===== config.mk =====
export PLATFORM = sky130hd
export DESIGN_NAME = multi_stream_coincidence_trigger
export DESIGN_NICKNAME = d
export VERILOG_FILES = /design/src/mct_pkg.sv /design/src/mct_front.sv /design/src/mct_queue.sv /design/src/mct_back.sv /design/src/multi_stream_coincidence_trigger.sv
export SDC_FILE = /design/constraint.sdc
export NUM_CORES = 1
export LEC_CHECK = 0
export BUFFER_PORTS_ARGS = -buffer_cell sky130_fd_sc_hd__buf_2
export CORE_ASPECT_RATIO = 1.5
export CORE_UTILIZATION = 63
export CTS_CLUSTER_DIAMETER = 120
export CTS_CLUSTER_SIZE = 40
export DETAILED_ROUTE_END_ITERATION = 10
export PLACE_DENSITY = 0.83
export SLEW_MARGIN = 10
export SYNTH_ARGS = -nofsm -noshare
export SYNTH_HDL_FRONTEND = slang
export SYNTH_SLANG_ARGS = --single-unit

===== constraint.sdc =====
create_clock -name clk_i -period 21.5 [get_ports clk_i]
set_input_delay 1.075 -clock clk_i [delete_from_list [all_inputs] [get_ports clk_i]]
set_output_delay 1.075 -clock clk_i [all_outputs]
set_load 0.1 [all_outputs]

===== src/mct_pkg.sv =====
package mct_pkg;

  localparam int TIME_W     = 48;
  localparam int DATE_W     = 27;
  localparam int HITS_W     = 3;
  localparam int REQ_W      = 3;
  localparam int CFG_DATA_W = 32;
  localparam int CFG_IDX_W  = 3;

  // register map
  localparam logic [CFG_IDX_W-1:0] REG_WINDOW      = 3'd0;
  localparam logic [CFG_IDX_W-1:0] REG_REQ_STREAMS = 3'd1;
  localparam logic [CFG_IDX_W-1:0] REG_REQ_HITS    = 3'd2;
  localparam logic [CFG_IDX_W-1:0] REG_START_DATE  = 3'd3;
  localparam logic [CFG_IDX_W-1:0] REG_END_DATE    = 3'd4;

  localparam logic [CFG_DATA_W-1:0] RST_WINDOW      = 32'd1000;
  localparam logic [REQ_W-1:0]      RST_REQ_STREAMS = 3'd3;
  localparam logic [REQ_W-1:0]      RST_REQ_HITS    = 3'd2;
  localparam logic [DATE_W-1:0]     RST_START_DATE  = 27'd20040400;
  localparam logic [DATE_W-1:0]     RST_END_DATE    = 27'd20100000;

  // hard lower bound on event dates, applied on top of start_date
  localparam logic [DATE_W-1:0] FIXED_EARLIEST_DATE = 27'd20040400;

  typedef struct packed {
    logic [CFG_DATA_W-1:0] window_ns;
    logic [REQ_W-1:0]      required_streams;
    logic [REQ_W-1:0]      required_hits;
    logic [DATE_W-1:0]     start_date;
    logic [DATE_W-1:0]     end_date;
  } cfg_t;

  // classified command handed from front to back
  typedef struct packed {
    logic              is_end;
    logic [1:0]        stream;
    logic [TIME_W-1:0] ts;
    logic [HITS_W-1:0] hits;
  } cmd_t;

  typedef struct packed {
    logic              is_coincidence;
    logic [31:0]       coincidence_number;
    logic [2:0]        streams_in_window;
    logic [3:0]        member_mask;
    logic [1:0]        earliest_stream;
    logic [TIME_W-1:0] earliest_time_ns;
    logic [3:0]        consumed_mask;
    logic              all_done;
  } result_t;

  typedef enum logic [2:0] {
    BK_IDLE,
    BK_CHECK,
    BK_SCAN,
    BK_COUNT,
    BK_OUT
  } back_state_e;

endpackage


===== src/mct_front.sv =====
module mct_front #(
  parameter int NUM_STREAMS = 4
) (
  input  logic                        in_valid_i,
  output logic                        in_ready_o,
  input  logic                        kind_i,
  input  logic [1:0]                  stream_i,
  input  logic [mct_pkg::TIME_W-1:0]  timestamp_ns_i,
  input  logic [mct_pkg::HITS_W-1:0]  hit_count_i,
  input  logic [mct_pkg::DATE_W-1:0]  event_date_i,
  input  logic                        malformed_i,
  input  mct_pkg::cfg_t               cfg_i,
  input  logic                        q_full_i,
  output logic                        push_o,
  output mct_pkg::cmd_t               cmd_o
);
  import mct_pkg::*;

  logic in_range;
  logic date_ok;
  logic keep;

  assign in_range = (32'(stream_i) < NUM_STREAMS);
  assign date_ok  = !malformed_i && (event_date_i > cfg_i.start_date) &&
                    (event_date_i <= cfg_i.end_date) &&
                    (event_date_i > FIXED_EARLIEST_DATE);
  // dropped events never change state, so they stop here
  assign keep = in_range && (kind_i || date_ok);

  assign in_ready_o = !q_full_i;
  assign push_o     = in_valid_i && !q_full_i && keep;

  assign cmd_o.is_end = kind_i;
  assign cmd_o.stream = stream_i;
  assign cmd_o.ts     = timestamp_ns_i;
  assign cmd_o.hits   = hit_count_i;

endmodule


===== src/mct_queue.sv =====
module mct_queue (
  input  logic          clk_i,
  input  logic          rst_ni,
  input  logic          push_i,
  input  mct_pkg::cmd_t data_i,
  output logic          full_o,
  output logic          valid_o,
  input  logic          pop_i,
  output mct_pkg::cmd_t data_o
);
  import mct_pkg::*;

  localparam int DEPTH = 2;
  localparam int PW    = $clog2(DEPTH);
  localparam int CNTW  = $clog2(DEPTH + 1);

  cmd_t            mem_q [DEPTH];
  logic [PW-1:0]   wptr_q, wptr_d;
  logic [PW-1:0]   rptr_q, rptr_d;
  logic [CNTW-1:0] cnt_q, cnt_d;

  assign full_o  = (cnt_q == CNTW'(DEPTH));
  assign valid_o = (cnt_q != '0);
  assign data_o  = mem_q[rptr_q];

  always_comb begin
    wptr_d = wptr_q;
    rptr_d = rptr_q;
    cnt_d  = cnt_q;
    if (push_i) begin
      wptr_d = wptr_q + PW'(1);
    end
    if (pop_i) begin
      rptr_d = rptr_q + PW'(1);
    end
    if (push_i && !pop_i) begin
      cnt_d = cnt_q + CNTW'(1);
    end else if (!push_i && pop_i) begin
      cnt_d = cnt_q - CNTW'(1);
    end
  end

  always_ff @(posedge clk_i or negedge rst_ni) begin
    if (!rst_ni) begin
      wptr_q <= '0;
      rptr_q <= '0;
      cnt_q  <= '0;
    end else begin
      wptr_q <= wptr_d;
      rptr_q <= rptr_d;
      cnt_q  <= cnt_d;
    end
  end

  always_ff @(posedge clk_i) begin
    if (push_i) begin
      mem_q[wptr_q] <= data_i;
    end
  end

  a_no_overflow: assert property (@(posedge clk_i) disable iff (!rst_ni)
    push_i |-> (!full_o || pop_i))
    else $error("queue written while full");

  a_no_underflow: assert property (@(posedge clk_i) disable iff (!rst_ni)
    pop_i |-> valid_o)
    else $error("queue read while empty");

endmodule


===== src/mct_back.sv =====
module mct_back #(
  parameter int NUM_STREAMS = 4
) (
  input  logic            clk_i,
  input  logic            rst_ni,
  input  mct_pkg::cfg_t   cfg_i,
  input  logic            cmd_valid_i,
  input  mct_pkg::cmd_t   cmd_i,
  output logic            cmd_pop_o,
  output logic            res_valid_o,
  input  logic            res_ready_i,
  output mct_pkg::result_t res_o
);
  import mct_pkg::*;

  localparam int SW    = $clog2(NUM_STREAMS);
  localparam int CW    = $clog2(NUM_STREAMS + 1);
  localparam int CMP_W = (CW > REQ_W) ? CW : REQ_W;

  back_state_e state_q, state_d;

  logic [NUM_STREAMS-1:0] valid_q, valid_d;
  logic [NUM_STREAMS-1:0] ended_q, ended_d;
  logic [TIME_W-1:0]      head_ts_q   [NUM_STREAMS];
  logic [HITS_W-1:0]      head_hits_q [NUM_STREAMS];

  logic [SW-1:0]          idx_q, idx_d;
  logic [SW-1:0]          best_idx_q, best_idx_d;
  logic [TIME_W-1:0]      best_ts_q, best_ts_d;
  logic                   found_q, found_d;
  logic [CW-1:0]          count_q, count_d;
  logic [NUM_STREAMS-1:0] members_q, members_d;
  logic                   hits_ok_q, hits_ok_d;
  logic                   was_done_q, was_done_d;
  logic                   done_q, done_d;
  logic [31:0]            coin_cnt_q, coin_cnt_d;
  result_t                res_q, res_d;
  logic                   res_valid_q, res_valid_d;

  logic                   all_ended;
  logic                   ready_eval;
  logic [SW-1:0]          wr_idx;
  logic                   wr_head;
  logic [TIME_W-1:0]      sel_ts;
  logic [TIME_W-1:0]      diff;
  logic                   last;
  logic                   in_win;
  logic                   coinc;
  logic                   load;
  logic [NUM_STREAMS-1:0] consumed;

  assign all_ended  = &ended_q;
  assign ready_eval = (&(ended_q | valid_q)) && !all_ended;
  assign wr_idx     = SW'(cmd_i.stream);
  assign wr_head    = (state_q == BK_IDLE) && cmd_valid_i && !cmd_i.is_end &&
                      !ended_q[wr_idx] && !valid_q[wr_idx];
  assign cmd_pop_o  = (state_q == BK_IDLE) && cmd_valid_i;
  assign sel_ts     = head_ts_q[idx_q];
  assign diff       = sel_ts - best_ts_q;
  assign last       = (idx_q == SW'(NUM_STREAMS - 1));
  assign in_win     = !ended_q[idx_q] &&
                      ((idx_q == best_idx_q) || (diff <= TIME_W'(cfg_i.window_ns)));
  assign coinc      = (CMP_W'(count_q) >= CMP_W'(cfg_i.required_streams)) && hits_ok_q;
  assign load       = (state_q == BK_OUT) && (!res_valid_q || res_ready_i);

  always_comb begin
    consumed = '0;
    if (coinc) begin
      consumed = members_q;
    end else begin
      consumed[best_idx_q] = 1'b1;
    end
  end

  always_comb begin
    state_d     = state_q;
    valid_d     = valid_q;
    ended_d     = ended_q;
    idx_d       = idx_q;
    best_idx_d  = best_idx_q;
    best_ts_d   = best_ts_q;
    found_d     = found_q;
    count_d     = count_q;
    members_d   = members_q;
    hits_ok_d   = hits_ok_q;
    was_done_d  = was_done_q;
    done_d      = done_q;
    coin_cnt_d  = coin_cnt_q;
    res_d       = res_q;
    res_valid_d = res_valid_q;

    if (res_valid_q && res_ready_i) begin
      res_valid_d = 1'b0;
    end

    case (state_q)
      BK_IDLE: begin
        if (cmd_valid_i) begin
          was_done_d = all_ended;
          if (cmd_i.is_end) begin
            ended_d[wr_idx] = 1'b1;
            valid_d[wr_idx] = 1'b0;
          end else if (wr_head) begin
            valid_d[wr_idx] = 1'b1;
          end
          state_d = BK_CHECK;
        end
      end
      BK_CHECK: begin
        if (!was_done_q && all_ended) begin
          done_d  = 1'b1;
          state_d = BK_OUT;
        end else if (ready_eval) begin
          done_d  = 1'b0;
          idx_d   = '0;
          found_d = 1'b0;
          state_d = BK_SCAN;
        end else begin
          state_d = BK_IDLE;
        end
      end
      BK_SCAN: begin
        // strict less-than keeps the lower stream on a tie
        if (!ended_q[idx_q] && (!found_q || sel_ts < best_ts_q)) begin
          found_d    = 1'b1;
          best_idx_d = idx_q;
          best_ts_d  = sel_ts;
        end
        if (last) begin
          idx_d     = '0;
          count_d   = '0;
          members_d = '0;
          hits_ok_d = 1'b1;
          state_d   = BK_COUNT;
        end else begin
          idx_d = idx_q + SW'(1);
        end
      end
      BK_COUNT: begin
        if (in_win) begin
          count_d          = count_q + CW'(1);
          members_d[idx_q] = 1'b1;
          if (head_hits_q[idx_q] < cfg_i.required_hits) begin
            hits_ok_d = 1'b0;
          end
        end
        if (last) begin
          state_d = BK_OUT;
        end else begin
          idx_d = idx_q + SW'(1);
        end
      end
      BK_OUT: begin
        if (load) begin
          res_valid_d = 1'b1;
          res_d       = '0;
          if (done_q) begin
            res_d.all_done = 1'b1;
          end else begin
            res_d.is_coincidence     = coinc;
            res_d.coincidence_number = coin_cnt_q;
            res_d.streams_in_window  = 3'(count_q);
            res_d.member_mask        = 4'(members_q);
            res_d.earliest_stream    = 2'(best_idx_q);
            res_d.earliest_time_ns   = best_ts_q;
            res_d.consumed_mask      = 4'(consumed);
            valid_d                  = valid_q & ~consumed;
            if (coinc) begin
              coin_cnt_d = coin_cnt_q + 32'd1;
            end
          end
          state_d = BK_IDLE;
        end
      end
      default: begin
        state_d = BK_IDLE;
      end
    endcase
  end

  always_ff @(posedge clk_i or negedge rst_ni) begin
    if (!rst_ni) begin
      state_q     <= BK_IDLE;
      valid_q     <= '0;
      ended_q     <= '0;
      idx_q       <= '0;
      best_idx_q  <= '0;
      found_q     <= 1'b0;
      count_q     <= '0;
      members_q   <= '0;
      hits_ok_q   <= 1'b0;
      was_done_q  <= 1'b0;
      done_q      <= 1'b0;
      coin_cnt_q  <= '0;
      res_valid_q <= 1'b0;
    end else begin
      state_q     <= state_d;
      valid_q     <= valid_d;
      ended_q     <= ended_d;
      idx_q       <= idx_d;
      best_idx_q  <= best_idx_d;
      found_q     <= found_d;
      count_q     <= count_d;
      members_q   <= members_d;
      hits_ok_q   <= hits_ok_d;
      was_done_q  <= was_done_d;
      done_q      <= done_d;
      coin_cnt_q  <= coin_cnt_d;
      res_valid_q <= res_valid_d;
    end
  end

  always_ff @(posedge clk_i) begin
    best_ts_q <= best_ts_d;
    res_q     <= res_d;
    if (wr_head) begin
      head_ts_q[wr_idx]   <= cmd_i.ts;
      head_hits_q[wr_idx] <= cmd_i.hits;
    end
  end

  assign res_valid_o = res_valid_q;
  assign res_o       = res_q;

  a_scan_has_live: assert property (@(posedge clk_i) disable iff (!rst_ni)
    (state_q == BK_SCAN) |-> !all_ended)
    else $error("scan started with every stream ended");

  a_count_matches: assert property (@(posedge clk_i) disable iff (!rst_ni)
    (state_q == BK_OUT && !done_q) |-> ($countones(members_q) == int'(count_q)))
    else $error("window count disagrees with member mask");

  a_eval_drains: assert property (@(posedge clk_i) disable iff (!rst_ni)
    (load && !done_q) |=> !ready_eval)
    else $error("still ready to evaluate after consuming heads");

  a_cnt_only_on_out: assert property (@(posedge clk_i) disable iff (!rst_ni)
    (state_q != BK_OUT) |=> $stable(coin_cnt_q))
    else $error("coincidence count moved outside result load");

endmodule


===== src/multi_stream_coincidence_trigger.sv =====
// An event that completes a set of heads passes the evaluator's check, scan (earliest
// search), count and output states; output waits until the result register is free. An
// item with no result goes from check back to idle. The evaluator takes no new command until
// it is back in idle, and visits one stream per cycle for the earliest search and the count.
// A two-entry command queue and the output register let input and output stall apart.
// Reset (rst_ni low, asynchronous) clears head valid flags, ended flags, counter and queue,
// and loads the configuration registers with their defaults.
module multi_stream_coincidence_trigger #(
  parameter int NUM_STREAMS = 4
) (
  input  logic                            clk_i,
  input  logic                            rst_ni,
  input  logic                            cfg_we_i,
  input  logic [mct_pkg::CFG_IDX_W-1:0]   cfg_index_i,
  input  logic [mct_pkg::CFG_DATA_W-1:0]  cfg_data_i,
  input  logic                            in_valid_i,
  output logic                            in_ready_o,
  input  logic                            kind_i,
  input  logic [1:0]                      stream_i,
  input  logic [mct_pkg::TIME_W-1:0]      timestamp_ns_i,
  input  logic [mct_pkg::HITS_W-1:0]      hit_count_i,
  input  logic [mct_pkg::DATE_W-1:0]      event_date_i,
  input  logic                            malformed_i,
  output logic                            out_valid_o,
  input  logic                            out_ready_i,
  output logic                            is_coincidence_o,
  output logic [31:0]                     coincidence_number_o,
  output logic [2:0]                      streams_in_window_o,
  output logic [3:0]                      member_mask_o,
  output logic [1:0]                      earliest_stream_o,
  output logic [mct_pkg::TIME_W-1:0]      earliest_time_ns_o,
  output logic [3:0]                      consumed_mask_o,
  output logic                            all_done_o
);
  import mct_pkg::*;

  cfg_t    cfg_q, cfg_d;
  cmd_t    push_cmd;
  cmd_t    pop_cmd;
  logic    q_full;
  logic    push;
  logic    q_valid;
  logic    pop;
  result_t res;

  always_comb begin
    cfg_d = cfg_q;
    if (cfg_we_i) begin
      case (cfg_index_i)
        REG_WINDOW:      cfg_d.window_ns        = cfg_data_i;
        REG_REQ_STREAMS: cfg_d.required_streams = cfg_data_i[REQ_W-1:0];
        REG_REQ_HITS:    cfg_d.required_hits    = cfg_data_i[REQ_W-1:0];
        REG_START_DATE:  cfg_d.start_date       = cfg_data_i[DATE_W-1:0];
        REG_END_DATE:    cfg_d.end_date         = cfg_data_i[DATE_W-1:0];
        default: begin
        end
      endcase
    end
  end

  always_ff @(posedge clk_i or negedge rst_ni) begin
    if (!rst_ni) begin
      cfg_q.window_ns        <= RST_WINDOW;
      cfg_q.required_streams <= RST_REQ_STREAMS;
      cfg_q.required_hits    <= RST_REQ_HITS;
      cfg_q.start_date       <= RST_START_DATE;
      cfg_q.end_date         <= RST_END_DATE;
    end else begin
      cfg_q <= cfg_d;
    end
  end

  mct_front #(
    .NUM_STREAMS(NUM_STREAMS)
  ) u_front (
    .in_valid_i    (in_valid_i),
    .in_ready_o    (in_ready_o),
    .kind_i        (kind_i),
    .stream_i      (stream_i),
    .timestamp_ns_i(timestamp_ns_i),
    .hit_count_i   (hit_count_i),
    .event_date_i  (event_date_i),
    .malformed_i   (malformed_i),
    .cfg_i         (cfg_q),
    .q_full_i      (q_full),
    .push_o        (push),
    .cmd_o         (push_cmd)
  );

  mct_queue u_queue (
    .clk_i  (clk_i),
    .rst_ni (rst_ni),
    .push_i (push),
    .data_i (push_cmd),
    .full_o (q_full),
    .valid_o(q_valid),
    .pop_i  (pop),
    .data_o (pop_cmd)
  );

  mct_back #(
    .NUM_STREAMS(NUM_STREAMS)
  ) u_back (
    .clk_i      (clk_i),
    .rst_ni     (rst_ni),
    .cfg_i      (cfg_q),
    .cmd_valid_i(q_valid),
    .cmd_i      (pop_cmd),
    .cmd_pop_o  (pop),
    .res_valid_o(out_valid_o),
    .res_ready_i(out_ready_i),
    .res_o      (res)
  );

  assign is_coincidence_o     = res.is_coincidence;
  assign coincidence_number_o = res.coincidence_number;
  assign streams_in_window_o  = res.streams_in_window;
  assign member_mask_o        = res.member_mask;
  assign earliest_stream_o    = res.earliest_stream;
  assign earliest_time_ns_o   = res.earliest_time_ns;
  assign consumed_mask_o      = res.consumed_mask;
  assign all_done_o           = res.all_done;

endmodule

==> qor.yml, run 1 <==
core_mm2: 0.0439
holdCritStartpoint: "u_back.coin_cnt_q[31]"
fill_cells: 3005
power_density_mw_per_mm2: 128
antenna_cells: 0
yosys.area.top_type: "edfxtp_1"
clock.fmax_mhz: 136
hold_depth: 1
cp-end-kind: "flip-flop"
grt.overflow.total: 0
ys.flop_type: "edfxtp_1"
power_uw: 3880
worst-path-max-fanout: 31
worstPathArrival_ps: 7840
synth_seq_cells: 610
rows: 94
yosys.cell_count.top_type: "edfxtp_1"
rrSetupSlack_ps: 14130
die_h_um: 261
wirelength_um: 59700
grt_pass1_wl_um: 93900
dpl.cell_count: 2830
rsz0062_at_grt: "no"
setup_viol_count_final: 0
synth-edff-count: 455
fin_cells: 2863
cts_hold_buf: 0
clk_latency_ps: 580
avgSynthCellArea_um2: 13.5
ys_seq_area_frac: 0.626
netlist_top_cells_count: "455 x edfxtp_1, 158 x inv_1, 150 x nand2_1, 147 x ha_1, 136 x nor2_1"
hold_ws_ps: 474
netlist_area_mm2: 0.0281
drtIter0Drc: 1187
firstDrtPassIters: 7
fin_crit_sh: 0.343
nNetsFinal: 2545
remaining_drc_errors: 0
num_vias: 17100
die_x_um: 174
relSlewSlack: 0.288
cts_max_path_buffers: 3
synthToLayoutAreaGrowth_pct: 8.11
via_per_inst: 5.96
multiInputGateArea_mm2: 0.00967
tightest_slew_ps: 1070
io_buffer_count: 218
cts_made_buffers: 19
drv_cap: 0
required_ps: 21970
finalHoldViolCount: 0
wl_per_cell_um: 20.8
synth_fp_nets: 2351
rr_startpoint: "u_back.idx_q[0]"
finalCriticalPeriod_ps: 7370
synth_top_area_frac: 0.487
max-vdd-ir-drop_v: 0.0000817
crit_type: "flip-flop to flip-flop"
postCtsSetupBuffers: 0
tns_ps: 0
dp_hpwl_um: 42800
worst_r2r_endpoint: "u_back.count_q[0]"
hold_path.class: "flip-flop to flip-flop"
min_to: "u_back.coin_cnt_q[31]"
place_congestion: 0.986
grt_pass1_vias: 17700
htreeDepth: 1
grt_antenna_before_repair: 0
rr_worst_depth: 21
skew_ps: 52.2
cts_tree: "built"
ys_warn_count: 0
async_flop_share: 0.254
grt_usage: 0.267
status: "complete, no violations"
p_leak_uw: 0.0119
ioPinCount: 219
initial_core_util: 0.640
clk_pin_slew_ps: 140
root_buffer: "clkbuf_16"
register_area_mm2: 0.0176
postRouteAntennaNets: 0
dieArea_mm2: 0.0454
synth.area.top_cells: "edfxtp_1 49%, dfrtp_1 11%, ha_1 6.6%, mux4_2 4.2%, mux2_2 3.7%"
grt_max_degree: 99
synth_cell_types: 82
startpoint_type: "flip-flop"
cts_resized: 0
syn-instance-count: 2081
clock-sinks: 610
maxSlewViolCount: 0
drive_gt1_frac: 0.204
finalCoreUtilization: 0.692
[through the flow]
step	cell area (µm²)	worst slack, ps
final	30300	14130
after floorplan	28100	13250
after global placement	29800	14300
after detailed placement	29800	14210
after CTS	30300	14150
after global routing	30300	13600
[state kept, by name, indices dropped and copies added (netlist names), 2 cells and up, named ones only]
signal	flops
cfg_q	92
u_back.best_idx_q	2
u_back.best_ts_q	48
u_back.coin_cnt_q	32
u_back.count_q	3
u_back.ended_q	4
u_back.head_hits_q	12
u_back.head_ts_q	192
u_back.idx_q	2
u_back.members_q	4
u_back.res_o	95
u_back.state_q	3
u_queue.cnt_q	2
u_queue.mem_q	108
[cells by family after synthesis]
group | Yosys count | synth area share
buffers and inverters | 219 | 0.0315
AO/OA/AOI/OAI | 360 | 0.0812
XOR/XNOR | 74 | 0.0231
multiplexers | 154 | 0.0822
flip-flops | 610 | 0.626
AND/OR/NAND/NOR | 516 | 0.0895
adder cells (fa/ha/maj) | 148 | 0.0662
[worst max-delay path, stage by stage, from the launching register on]
cell and delay (ps):
dfrtp_4 880, buf_4 580, mux4_2 600, ha_1 410, a21oi_1 220, o21ai_0 130, nand2b_1 230, a21oi_1 270
o21bai_1 150, a221oi_1 380, xnor2_1 120, ha_1 290, nand4_1 140, nor4_1 480, nand2_1 130, a22o_1 250
a2111oi_0 400, nand4_1 150, or3_4 430, o41ai_4 590, o21ai_2 100, mux2_2 280
[per-layer routing]
metal | global-route usage | vias to the layer above | part of all wire
li1 | - | 8008 | -
met3 | 0.0179 | 104 | 0.035
met4 | 0.103 | 0 | 0.037
met2 | 0.490 | 456 | 0.52
met5 | 0 | - | 0
met1 | 0.332 | 8487 | 0.40
[cell usage in the layout, fill, tap and decap left out, types with 9 or more instances in the layout]
master and n:
a211oi_1 9, a21o_1 35, a21oi_1 79, and3_1 9
buf_2 217, buf_4 16, clkbuf_1 13, clkbuf_16 19
dfrtp_1 120, dfstp_2 31, edfxtp_1 455, ha_1 147
inv_1 158, mux2_2 91, mux2i_1 11, mux4_2 52
nand2_1 150, nand2b_1 17, nand3_1 30, nand4_1 43
nor2_1 133, nor2b_1 63, nor3_1 19, o211ai_1 10
o21a_1 23, o21ai_0 123, o21ai_1 10, xnor2_1 44
xor2_1 30
[report_power, final]
group          switching (µW)  internal, µW  total [µW]
Sequential                104          1510        1620
Combinational            1070           687        1760
Clock                     326           174         500
Total                    1500          2370        3880
[worst max path at each step]
stage	from	endpoint	slack [ps]	depth (start not counted)
6_report	u_back.idx_q[0]	u_back.count_q[0]	14130	21
5_1_grt	u_back.idx_q[0]	u_back.count_q[0]	13600	21
4_1_cts	u_back.idx_q[0]	u_back.count_q[0]	14150	21
3_5_place_dp	u_back.idx_q[0]	u_back.count_q[0]	14210	21
3_3_place_gp	u_back.idx_q[0]	u_back.count_q[0]	14300	21
2_1_floorplan	u_back.idx_q[0]	u_back.best_idx_q[0]	13250	15
[area by class of cell]
type / count / share of cell area
clock buffer: 32 / 0.0173
sequential: 610 / 0.580
multi-input combinational: 1252 / 0.319
tap: 576 / 0.0238
clock inverter: 1 / 0.000990
inverter: 158 / 0.0195
timing repair buffer: 234 / 0.0401
(Power assumes the default switching activity.)
==> inputs of run 2 (changes only) <==
--- a/config.mk
+++ b/config.mk
@@ -5,13 +5,14 @@
 export SDC_FILE = /design/constraint.sdc
 export NUM_CORES = 1
 export LEC_CHECK = 0
+export ABC_AREA = 1
 export BUFFER_PORTS_ARGS = -buffer_cell sky130_fd_sc_hd__buf_2
 export CORE_ASPECT_RATIO = 1.5
-export CORE_UTILIZATION = 63
+export CORE_UTILIZATION = 61
 export CTS_CLUSTER_DIAMETER = 120
 export CTS_CLUSTER_SIZE = 40
 export DETAILED_ROUTE_END_ITERATION = 10
-export PLACE_DENSITY = 0.83
+export PLACE_DENSITY = 0.81
 export SLEW_MARGIN = 10
 export SYNTH_ARGS = -nofsm -noshare
 export SYNTH_HDL_FRONTEND = slang
==> constraint.sdc (replaced) <==
create_clock -name clk_i -period 6.8 [get_ports clk_i]
set_input_delay 0.34 -clock clk_i [delete_from_list [all_inputs] [get_ports clk_i]]
set_output_delay 0.34 -clock clk_i [all_outputs]
set_load 0.1 [all_outputs]
==> qor.yml, run 2 <==
htreeDepth: 1  # unchanged
setup_viol_count_final: 0  # unchanged
wl_met2_um: 38800  # was 31300 µm
regMostFlops: "u_back.head_ts_q"  # unchanged
rr_startpoint: "u_back.idx_q[0]"  # unchanged
swShare: 0.449  # was 0.388
initial_core_util: 0.619  # was 0.640
holdCritStartpoint: "cfg_data_i[4]"  # was u_back.coin_cnt_q[31]
cts_made_buffers: 19  # unchanged
startpoint_type: "flip-flop"  # unchanged
ys_seq_area_frac: 0.595  # was 0.626
fin_cells: 3901  # was 2863
cts_tree: "built"  # unchanged
skew_ps: 46.6  # was 52.2 ps
worst_r2r_endpoint: "u_back.count_q[1]"  # was u_back.count_q[0]
maxSlewViolCount: 0  # unchanged
met1_length_um: 28100  # was 24100 µm
synth_fp_nets: 3308  # was 2351
die_h_um: 272  # was 261 µm
clk_latency_ps: 610  # was 580 ps
ys_warn_count: 0  # unchanged
firstDrtPassIters: 8  # was 7
clock.fmax_mhz: 175  # was 136 MHz
max-vdd-ir-drop_v: 0.000381  # was 0.0000817 V
min_to: "cfg_q[31]"  # was u_back.coin_cnt_q[31]
hold_depth: 3  # was 1
crit_top_cell: "nand2_1"
synth_cell_types: 51  # was 82
cts_resized: 0  # unchanged
yosys.area.top_type: "edfxtp_1"  # unchanged
finalHoldViolCount: 0  # unchanged
finalCriticalPeriod_ps: 5710  # was 7370 ps
core_mm2: 0.0477  # was 0.0439 mm²
postCtsSetupBuffers: 0  # unchanged
synth_seq_cells: 610  # unchanged
grt_max_degree: 93  # was 99
antenna_cells: 0  # unchanged
clk_pin_slew_ps: 140  # about the same
finalCoreUtilization: 0.682  # was 0.692
netlist_area_mm2: 0.0295  # was 0.0281 mm²
synth.area.top_cells: "edfxtp_1 46%, dfrtp_1 11%, nand2_1 9.0%, ha_1 6.2%, inv_1 5.6%"  # was edfxtp_1 49%, dfrtp_1 11%, ha_1 6.6%, mux4_2 4.2%, mux2_2 3.7%
required_ps: 7300  # was 21970 ps
status: "complete, no violations"  # unchanged
grt_antenna_before_repair: 0  # unchanged
layout_common_cells: "709 x nand2_1, 455 x edfxtp_1, 442 x inv_1"  # was 455 x edfxtp_1, 217 x buf_2, 158 x inv_1
rr_worst_depth: 33  # was 21
fin_area_mm2: 0.0325  # was 0.0303 mm²
rrSetupSlack_ps: 1090  # was 14130 ps
drtIter0Drc: 1895  # was 1187
io_buffer_count: 218  # unchanged
dieArea_mm2: 0.0493  # was 0.0454 mm²
tns_ps: 0  # unchanged
slowest_stage: "dfrtp_2"  # was dfrtp_4
worstPathArrival_ps: 6220  # was 7840 ps
ys.flop_type: "edfxtp_1"  # unchanged
grt_usage: 0.296  # was 0.267
wirelength_um: 72700  # was 59700 µm
hold_ws_ps: 5.72  # was 474 ps
num_vias: 21800  # was 17100
grt_pass1_vias: 21700  # was 17700
crit_type: "flip-flop to flip-flop"  # unchanged
hold_path.class: "input port to flip-flop"  # was flip-flop to flip-flop
p_comb_frac: 0.492  # was 0.454
tightest_slew_ps: 1210  # was 1070 ps
place_congestion: 1.00  # was 0.986
synth-edff-count: 455  # unchanged
dpl_cell_area_mm2: 0.0313  # was 0.0298 mm²
final_common_cell: "nand2_1"  # was edfxtp_1
grt_pass1_wl_um: 113000  # was 93900 µm
p_seq_frac: 0.384  # was 0.417
clock-sinks: 610  # unchanged
synthToLayoutAreaGrowth_pct: 10.2  # was 8.11%
dp_hpwl_um: 53400  # was 42800 µm
route.met3.wl_um: 3110  # was 2100 µm
remaining_drc_errors: 0  # unchanged
wl_per_cell_um: 18.6  # was 20.8 µm
p_switching_uw: 5910  # was 1500 µW
fin_crit_sh: 0.840  # was 0.343
drive_gt1_frac: 0.106  # was 0.204
netlist_top_cells_count: "710 x nand2_1, 455 x edfxtp_1, 444 x inv_1, 349 x nor2_1, 242 x o21ai_0"  # was 455 x edfxtp_1, 158 x inv_1, 150 x nand2_1, 147 x ha_1, 136 x nor2_1
p_leak_uw: 0.0144  # was 0.0119 µW
root_buffer: "clkbuf_16"  # unchanged
largest_register_ffs: 192  # unchanged
postRouteAntennaNets: 0  # unchanged
top_layer: "met4"  # unchanged
yosys.cell_count.top_type: "nand2_1"  # was edfxtp_1
slowest_delay_ps: 640  # was 880 ps
drv_cap: 0  # unchanged
avgSynthCellArea_um2: 9.72  # was 13.5 µm²
die_x_um: 182  # was 174 µm
cp-end-kind: "flip-flop"  # unchanged
p_clk_frac: 0.123  # was 0.129
synth_top_area_frac: 0.463  # was 0.487
ioPinCount: 219  # unchanged
rsz0062_at_grt: "no"  # unchanged
async_flop_share: 0.254  # unchanged
rows: 98  # was 94
power_density_mw_per_mm2: 405  # was 128 mW/mm²
via_per_inst: 5.58  # was 5.96
cts_max_path_buffers: 3  # unchanged
cts_hold_buf: 65  # was 0
syn-instance-count: 3038  # was 2081
relSlewSlack: 0.192  # was 0.288
dpl.cell_count: 3802  # was 2830
grt.overflow.total: 0  # unchanged
nNetsFinal: 3558  # was 2545
worst-path-max-fanout: 92  # was 31
internal_power_uw: 7270  # was 2370 µW
run 2: cell types whose count changed in the layout (fill, tap and decap cells not counted), moves of 63 or more:
cell / delta
nand2_1: +559
o21ai_0: +119
inv_1: +284
dlygate4sd3_1: +65
nor2b_1: -63
nor2_1: +211
mux2_2: -91
run 2: worst max path at each step:
| stage | from | to | cells after the start |
|---|---|---|---|
| 3_3_place_gp | u_back.idx_q[0] | u_back.count_q[2] | 33 |
| 5_1_grt | u_back.idx_q[0] | u_back.members_q[1] | 33 |
| 6_report | u_back.idx_q[0] | u_back.count_q[1] | 33 |
| 3_5_place_dp | u_back.idx_q[0] | u_back.count_q[1] | 33 |
| 4_1_cts | u_back.idx_q[0] | u_back.count_q[1] | 33 |
| 2_1_floorplan | u_back.idx_q[0] | u_back.count_q[2] | 35 |
run 2: worst max-delay path, delay by kind of cell (launching register included):
kind	cells	cell delay, ps
AO/OA/AOI/OAI	3	960
XOR/XNOR	1	140
adder cells (fa/ha/maj)	2	760
buffers and inverters	6	1080
flip-flops	1	640
AND/OR/NAND/NOR	21	2020
run 2: cell type report:
| type | count | area [µm²] |
|---|---|---|
| flip-flops and latches | 610 | 17600 |
| fillers | 3631 | 15200 |
| multi-input cells | 1906 | 10000 |
| repair buffers | 301 | 1910 |
| inverters | 450 | 1690 |
| well taps | 600 | 751 |
| clock buffers | 31 | 520 |
| clock inverters | 3 | 43.8 |
run 2: layer usage:
| layer | global-route usage | up-vias |
|---|---|---|
| met3 | 0.0237 | 128 |
| met4 | 0.117 | 0 |
| met2 | 0.553 | 719 |
| li1 | - | 10500 |
| met5 | 0 | - |
| met1 | 0.351 | 10400 |
run 2: power by group through the flow:
stage	combinational [µW]	sequential (µW)	clock, µW
finish	6490	5070	1620
global placement	6210	5110	0
floorplan	4180	5480	0
global route	7190	5110	1750
CTS	6450	5060	1630
detailed placement	6390	5140	0
run 2: metrics by stage:
| step | total power (µW) | setup WS, ps |
|---|---|---|
| 3_5_place_dp | 11500 | 1170 |
| 4_1_cts | 13100 | 1140 |
| 3_3_place_gp | 11300 | 1380 |
| 2_1_floorplan | 9660 | 2270 |
| 6_report | 13200 | 1090 |
| 5_1_grt | 14000 | 539 |
run 2: cell families after synthesis:
kind of cell / share of synthesized area
simple gates: 0.175
mux: 0.000339
flops: 0.595
xor+xnor: 0.0196
compound gates: 0.0807
fa+ha+maj: 0.0629
buf+inv: 0.0664
==> inputs of run 3 (changes only) <==
==> constraint.sdc (replaced) <==
create_clock -name clk_i -period 5.65 [get_ports clk_i]
set_input_delay 0.2825 -clock clk_i [delete_from_list [all_inputs] [get_ports clk_i]]
set_output_delay 0.2825 -clock clk_i [all_outputs]
set_load 0.1 [all_outputs]
==> qor.yml, run 3 (synthesized netlist as in run 2, its figures left out) <==
status: "complete, no violations"  # unchanged
rows: 98  # unchanged
clock.fmax_mhz: 189  # was 175 MHz
required_ps: 6130  # was 7300 ps
place_congestion: 0.963  # was 1.00
dp_hpwl_um: 55500  # was 53400 µm
slowest_delay_ps: 460  # was 640 ps
cp-end-kind: "flip-flop"  # unchanged
rsz0062_at_grt: "no"  # unchanged
clk_latency_ps: 600  # was 610 ps
tns_ps: 0  # unchanged
max-vdd-ir-drop_v: 0.000353  # was 0.000381 V
drv_cap: 0  # unchanged
io_buffer_count: 218  # unchanged
tightest_slew_ps: 985  # was 1210 ps
dpl.cell_count: 3820  # was 3802
wirelength_um: 74000  # was 72700 µm
fin_crit_sh: 0.935  # was 0.840
setup_viol_count_final: 0  # unchanged
startpoint_type: "flip-flop"  # unchanged
fin_cells: 3936  # was 3901
dieArea_mm2: 0.0493  # unchanged
cts_made_buffers: 19  # unchanged
p_clk_frac: 0.121  # was 0.123
drtIter0Drc: 1775  # was 1895
grt_usage: 0.304  # was 0.296
nNetsFinal: 3593  # was 3558
grt_max_degree: 96  # was 93
regMostFlops: "u_back.head_ts_q"  # unchanged
root_buffer: "clkbuf_16"  # unchanged
worst-path-max-fanout: 50  # was 92
p_leak_uw: 0.0146  # was 0.0144 µW
finalHoldViolCount: 0  # unchanged
p_seq_frac: 0.378  # was 0.384
multiInputGateArea_mm2: 0.0100  # unchanged
finalCriticalPeriod_ps: 5280  # was 5710 ps
skew_ps: 44.3  # was 46.6 ps
power_density_mw_per_mm2: 489  # was 405 mW/mm²
ioPinCount: 219  # unchanged
layout_common_cells: "709 x nand2_1, 455 x edfxtp_1, 442 x inv_1"  # unchanged
drive_gt1_frac: 0.110  # was 0.106
synthToLayoutAreaGrowth_pct: 11.3  # was 10.2%
clock-sinks: 610  # unchanged
grt.overflow.total: 0  # unchanged
cts_tree: "built"  # unchanged
clk_pin_slew_ps: 140  # about the same
slowest_stage: "dfrtp_2"  # unchanged
p_switching_uw: 7200  # was 5910 µW
remaining_drc_errors: 0  # unchanged
maxSlewViolCount: 0  # unchanged
cts_max_path_buffers: 3  # unchanged
postRouteAntennaNets: 0  # unchanged
hold_ws_ps: 18.8  # was 5.72 ps
swShare: 0.448  # was 0.449
die_x_um: 182  # unchanged
via_per_inst: 5.57  # was 5.58
htreeDepth: 1  # unchanged
largest_register_ffs: 192  # unchanged
initial_core_util: 0.619  # unchanged
final_common_cell: "nand2_1"  # unchanged
hold_path.class: "input port to flip-flop"  # unchanged
fill_cells: 3556  # was 3631
wl_per_cell_um: 18.8  # was 18.6 µm
worstPathArrival_ps: 5770  # was 6220 ps
num_vias: 21900  # was 21800
register_area_mm2: 0.0176  # unchanged
grt_pass1_wl_um: 116000  # was 113000 µm
die_h_um: 272  # unchanged
internal_power_uw: 8880  # was 7270 µW
relSlewSlack: 0.343  # was 0.192
grt_pass1_vias: 22000  # was 21700
p_comb_frac: 0.502  # was 0.492
crit_top_cell: "nand2_1"  # unchanged
core_mm2: 0.0477  # unchanged
grt_antenna_before_repair: 0  # unchanged
crit_type: "flip-flop to flip-flop"  # unchanged
firstDrtPassIters: 5  # was 8
-- run 3: cell count changes in the layout (fill, tap and decap cells not counted) --
cell / change
dlygate4sd3_1: +17
clkbuf_8: +1
inv_6: -1
clkbuf_1: -1
buf_12: +3
buf_4: +15
diode_2: +1
inv_4: +1
clkinv_2: -1
-- run 3: what timing repair did --
action / CTS / global route
endpoints found under the hold margin: 222 / 1
resized for setup: 0 / 0
hold buffers: 81 / 1
endpoints found under the setup margin: 0 / 0
buffers inserted: 0 / 0
-- run 3: power by group through the flow --
stage | Combinational [µW] | Clock, µW | Sequential, µW
after global placement | 7720 | 0 | 6130
final | 8070 | 1940 | 6070
after floorplan | 5030 | 0 | 6600
after global routing | 8940 | 2100 | 6120
after detailed placement | 7940 | 0 | 6160
after CTS | 8030 | 1950 | 6060
-- run 3: stage by stage --
step	area (µm²)	utilization	setup slack, ps	power [µW]
after floorplan	29500	-	1120	11600
after global placement	31500	0.660	512	13800
after detailed placement	31500	0.660	495	14100
after CTS	32900	0.689	428	16000
after global routing	32900	0.689	61.8	17200
final	32900	0.689	366	16100
-- run 3: worst max-delay path: cells and delay by family (launching register included) --
family                   cells  cell delay [ps]
AO/OA/AOI/OAI                8             1680
AND/OR/NAND/NOR             17             1500
buffers and inverters        4              730
adder cells (fa/ha/maj)      2              620
flip-flops                   1              460
XOR/XNOR                     1              150
-- run 3: layout make-up --
cell class | count | share of cell area
Sequential cell | 610 | 0.535
Multi-Input combinational cell | 1906 | 0.305
Timing Repair Buffer | 336 | 0.0684
Inverter | 450 | 0.0514
Tap cell | 600 | 0.0228
Clock buffer | 31 | 0.0161
Clock inverter | 2 | 0.00110
Antenna cell | 1 | 0.0000761
-- run 3: final timing paths --
path,depth (start not counted),to,slack [ps],from
worst min-delay path,3,cfg_q[8],20,cfg_data_i[8]
worst min register to register,2,u_queue.wptr_q,490,u_queue.wptr_q
max in group asynchronous,3,u_back.coin_cnt_q[15],4100,rst_ni
min in group asynchronous,2,asynchronous set/reset pin,330,rst_ni
worst max-delay path,32,u_back.members_q[0],370,u_back.idx_q[0]
worst max register to register,32,u_back.members_q[0],370,u_back.idx_q[0]
-- run 3: routing by layer --
layer | share of wire | up-vias | global-route usage | routed length, µm
li1 | - | 10600 | - | -
met2 | 0.53 | 739 | 0.574 | 39500
met3 | 0.045 | 120 | 0.0229 | 3300
met5 | 0 | - | 0 | 0
met1 | 0.39 | 10500 | 0.358 | 28500
met4 | 0.036 | 0 | 0.112 | 2650
